--- src/bpc_div.sv ---
// Pipelined unsigned restoring divider, one quotient bit per stage.
// No dependencies; bpc_pkg types are used only by the parent.
`timescale 1ns / 1ps
module bpc_div #(
  parameter int unsigned W = 32,
  parameter int unsigned SW = 8
) (
  input  logic          clk_i,
  input  logic          en_i,
  input  logic [W-1:0]  num_i,
  input  logic [W-1:0]  den_i,
  input  logic [SW-1:0] side_i,
  output logic [W-1:0]  quo_o,
  output logic [SW-1:0] side_o
);
  // each stage: partial remainder, remaining dividend bits/quotient, divisor
  logic [W-1:0]  rem_q [1:W];
  logic [W-1:0]  nq_q  [1:W];
  logic [W-1:0]  den_q [1:W];
  logic [SW-1:0] sd_q  [1:W];

  for (genvar s = 0; s < W; s++) begin : g_st
    logic [W-1:0]  rem_c;
    logic [W-1:0]  nq_c;
    logic [W-1:0]  den_c;
    logic [SW-1:0] sd_c;
    logic [W:0]    trial;
    logic [W:0]    diff;
    logic [W-1:0]  rem_d;
    logic [W-1:0]  nq_d;
    if (s == 0) begin : g_first
      assign rem_c = '0;
      assign nq_c  = num_i;
      assign den_c = den_i;
      assign sd_c  = side_i;
    end else begin : g_next
      assign rem_c = rem_q[s];
      assign nq_c  = nq_q[s];
      assign den_c = den_q[s];
      assign sd_c  = sd_q[s];
    end
    always_comb begin
      trial = {rem_c, nq_c[W-1]};
      diff  = trial - {1'b0, den_c};
      if (!diff[W]) begin
        rem_d = diff[W-1:0];
        nq_d  = {nq_c[W-2:0], 1'b1};
      end else begin
        rem_d = trial[W-1:0];
        nq_d  = {nq_c[W-2:0], 1'b0};
      end
    end
    always_ff @(posedge clk_i) begin
      if (en_i) begin
        rem_q[s+1] <= rem_d;
        nq_q[s+1]  <= nq_d;
        den_q[s+1] <= den_c;
        sd_q[s+1]  <= sd_c;
      end
    end
  end

  assign quo_o  = nq_q[W];
  assign side_o = sd_q[W];
endmodule

--- config.mk ---
export PLATFORM = sky130hd
export DESIGN_NAME = bpc_div
export DESIGN_NICKNAME = d
export VERILOG_FILES = /design/src/bpc_div.sv
export SDC_FILE = /design/constraint.sdc
export NUM_CORES = 2
export LEC_CHECK = 0
export BUFFER_PORTS_ARGS = -buffer_cell sky130_fd_sc_hd__buf_2
export CAP_MARGIN = 40
export CORE_UTILIZATION = 43
export DETAILED_ROUTE_END_ITERATION = 16
export PLACE_DENSITY_LB_ADDON = 0.3
export SYNTH_ARGS = -nofsm -noshare
export SYNTH_HDL_FRONTEND = slang
export SYNTH_SLANG_ARGS = --single-unit
--- constraint.sdc ---
create_clock -name clk_i -period 4.65 [get_ports clk_i]
set_input_delay 0.6975 -clock clk_i [delete_from_list [all_inputs] [get_ports clk_i]]
set_output_delay 0.6975 -clock clk_i [all_outputs]
set_load 0.01 [all_outputs]
==> impl_metrics.toml <==
[clocking]
worst_setup_hold_path_clk_slew_ps = 60
cts_tree = "built"
max-clock-path-buffers = 4
cts_hold_repair.buffers = 71
post-cts-setup-buffers = 0
cts_inserted_buffers = 358
worstSkewPairLatency_ps = 950
clkSinkCount = 3264
cts-htree-levels = 5
clk_root_buffer_cell = "clkbuf_16"
postCtsResizedCells = 0

[worst_setup_path]
critPathRequiredTime_ps = 5300
cpMostUsedCell = "o21ai_1"
crit_type = "reg2reg"
timing.critical_path.fanout_max = 31
critical_path.slowest_cell = "a211oi_2"
worst_path_dominant_cell_family = "compound AO/OA/AOI/OAI gates"
critical_path.startpoint_type = "register"
critical-path-max-stage-delay_ps = 420
ordered_cell_list_for_the_critical_path = "inv_1, ha_1, fa_1, nor2b_1, o21ai_1, a21boi_0, o21ai_1, nand3_1, a211oi_2, o41ai_1, buf_4, a311o_1, a21oi_1, xor2_4, buf_12, mux2_2"
critical_path_buf_inv_count = 3
cp.arrival_ps = 4940
worst_setup_path_end_kind = "register"

[layout]
syn2layout_area_growth_pct = 12.3
sequential_cell_area_sq_mm = 0.0980
multiInputGateArea_sq_mm = 0.0581
nFillCells = 32429
finalNonFillerCells = 18160
final_net_count = 13985
layout-drive-gt1-share = 0.116

[timing]
slew_of_the_pin_with_the_lowest_slew_margin_ps = 902
min_period_over_period = 0.923
timing.slew.headroom = 0.390
clock-skew-final_ps = 51.0
final_period_minus_worst_setup_slack_ps = 4290
report.final.setup_viol = 0
rsz0062_at_grt = "no"
finalHoldViolCount = 0
maxSlewViolCount = 0
fmax_mhz = 233

[synth]
synth-seq-cells = 3264
ys_warn_count = 0
ys_async_sr_fraction = 0
synth.top_cell.area_share = 0.606
post_synth_instance_area_sq_mm = 0.162
synth_enable_flop_cells = 3264
syn-instance-count = 12469
syn_area_per_cell_sq_um = 13.0
netlist_top_cells_area = "edfxtp_1, ha_1, mux2_2"
synth-seq-area-share = 0.606
distinct_cell_type_count_of_the_synthesized_netlist = 100
top_post_synthesis_cells_by_count = "edfxtp_1, inv_1, ha_1"
synth-main-ff-cell = "edfxtp_1"
most_repeated_cell_in_the_gate_level_netlist_after_synthesis = "edfxtp_1"
synth_top_cell_by_area = "edfxtp_1"

[pwr]
intPower_mw = 85.0
p_seq_frac = 0.356
share_comb_of_total_power = 0.433
worst_ir_drop_vdd_mv = 0.457
power_dens_cells_mw_per_mm2 = 717
power.share.switching = 0.348
netSwitchingPower_mw = 45.3
pwr-share-clk = 0.211
p_leak_nw = 72.0
total_power_mw = 130

[place]
port_buffers = 113
final_gp_congestion = 0.921
place.detailed.hpwl_microns = 225000
place_inst = 17429

[floorplanning]
die-area_sq_mm = 0.379
chipHeight_microns = 615
floorplan.die.width_microns = 615
initial_utilization = 0.433
pin_count = 114
row_count = 224
core_sq_mm = 0.373

[drt]
routed-via-count = 95025
initialDrtViolationCount = 6594
wire_per_inst_microns = 17.3
ant_nets = 0
pre_repair_dr_iteration_count = 6
vias_per_cell = 5.23
remaining_drc_errors = 0
wl_microns = 314000

[run]
drv_cap = 0

[grt]
first_global_vias = 93229
leftover_overflow_at_the_end_of_global_routing = 0
first_pass_grt_wire_length_microns = 504000
grtUsageTotal = 0.163
grt_start_max_net_pins = 147
grt_antenna_before_repair = 6

[worst_hold_path]
hold_path.class = "in2reg"

[run_status]
outcome = "finished clean"
final timing paths:
kind / from / endpoint / slack (ps) / cells past startpoint
worst max-delay path: nq_q[7][95] / rem_q[0][994] / 360 / 16
worst min-delay path: num_i[31] / rem_q[0][32] / 140 / 3
worst max register to register: nq_q[7][95] / rem_q[0][994] / 360 / 16
worst min register to register: nq_q[2][3] / nq_q[2][36] / 380 / 0
layer usage:
layer / share of wire / vias up / track usage
met5: 0 / - / 0
met4: 0.029 / 0 / 0.0488
met3: 0.043 / 533 / 0.0231
met2: 0.47 / 1766 / 0.273
met1: 0.46 / 45530 / 0.219
li1: - / 47196 / -
power by group through the flow:
stage	registers, mW	clock network, mW	logic [mW]
after CTS	46.4	28.5	56.3
final	46.3	27.5	56.4
after floorplan	44.7	0	44.3
after global routing	47.0	29.6	62.6
after global placement	47.0	0	55.0
after detailed placement	46.9	0	55.8
cells in the final DEF (no fill, tap or decap), types with 31 or more instances in the layout:
| cell | instances |
|---|---|
| buf_4 | 90 |
| nor2b_1 | 134 |
| nor3_1 | 81 |
| a311oi_1 | 34 |
| mux2_4 | 48 |
| clkinv_1 | 80 |
| edfxtp_1 | 3264 |
| o21ai_0 | 739 |
| a21oi_1 | 814 |
| inv_1 | 1270 |
| nor2_1 | 477 |
| a21o_1 | 491 |
| and2_1 | 31 |
| and3_1 | 71 |
| clkbuf_16 | 361 |
| ha_1 | 993 |
| mux2i_1 | 57 |
| a31oi_1 | 84 |
| buf_2 | 112 |
| buf_12 | 59 |
| o21a_1 | 144 |
| xnor2_1 | 490 |
| a211oi_1 | 76 |
| nand3_1 | 164 |
| xor2_1 | 309 |
| dlygate4sd3_1 | 71 |
| or3_1 | 37 |
| o21bai_1 | 97 |
| o31ai_1 | 66 |
| nand4_1 | 134 |
| mux2_2 | 610 |
| nand2_1 | 686 |
| o31a_1 | 36 |
| nand2b_1 | 128 |
| clkinv_2 | 50 |
| clkbuf_1 | 83 |
| o21ai_1 | 44 |
sequential cells by signal, indices dropped and copies added, names as in the netlist:
register  cells
den_q       992
rem_q       992
sd_q        256
nq_q       1024
cells by family (layout without fill, tap and decap cells):
group	after synthesis	after routing	share of synthesized area
adders and majority gates	1023	1023	0.0805
AOI/OAI and AO/OA	3025	3025	0.120
and+or+nand+nor	2058	2058	0.0607
other	1	26	0.0000232
xor gates and xnor gates	823	823	0.0452
muxes	718	718	0.0506
DFF	3264	3264	0.606
buffers and inverters	1557	2251	0.0375
per-stage QoR:
step	hold WS (ps)	worst slack, ps	TNS, ps	area [sq um]	util
after floorplan	400	923	0	162000	-
after global placement	400	-168	-181	170000	0.454
after detailed placement	405	342	0	170000	0.454
after CTS	46.7	306	0	182000	0.487
after global routing	137	60.5	0	182000	0.487
final	137	358	0	182000	0.487
worst reg2reg max path, stage by stage, from the launching register on:
cell and delay [ps]:
edfxtp_1 350, inv_1 90, ha_1 190, fa_1 220, nor2b_1 60, o21ai_1 210
a21boi_0 160, o21ai_1 280, nand3_1 190, a211oi_2 420, o41ai_1 180, buf_4 160
a311o_1 300, a21oi_1 340, xor2_4 240, buf_12 240, mux2_2 420
final cells by class:
class,count,area share
multi-input combinational,7662,0.320
clock buffer,444,0.0514
sequential,3264,0.539
clock inverter,205,0.0113
timing repair buffer,332,0.0172
inverter,1270,0.0262
tap,4972,0.0342
antenna,11,0.000151
(Power assumes the default switching activity.)
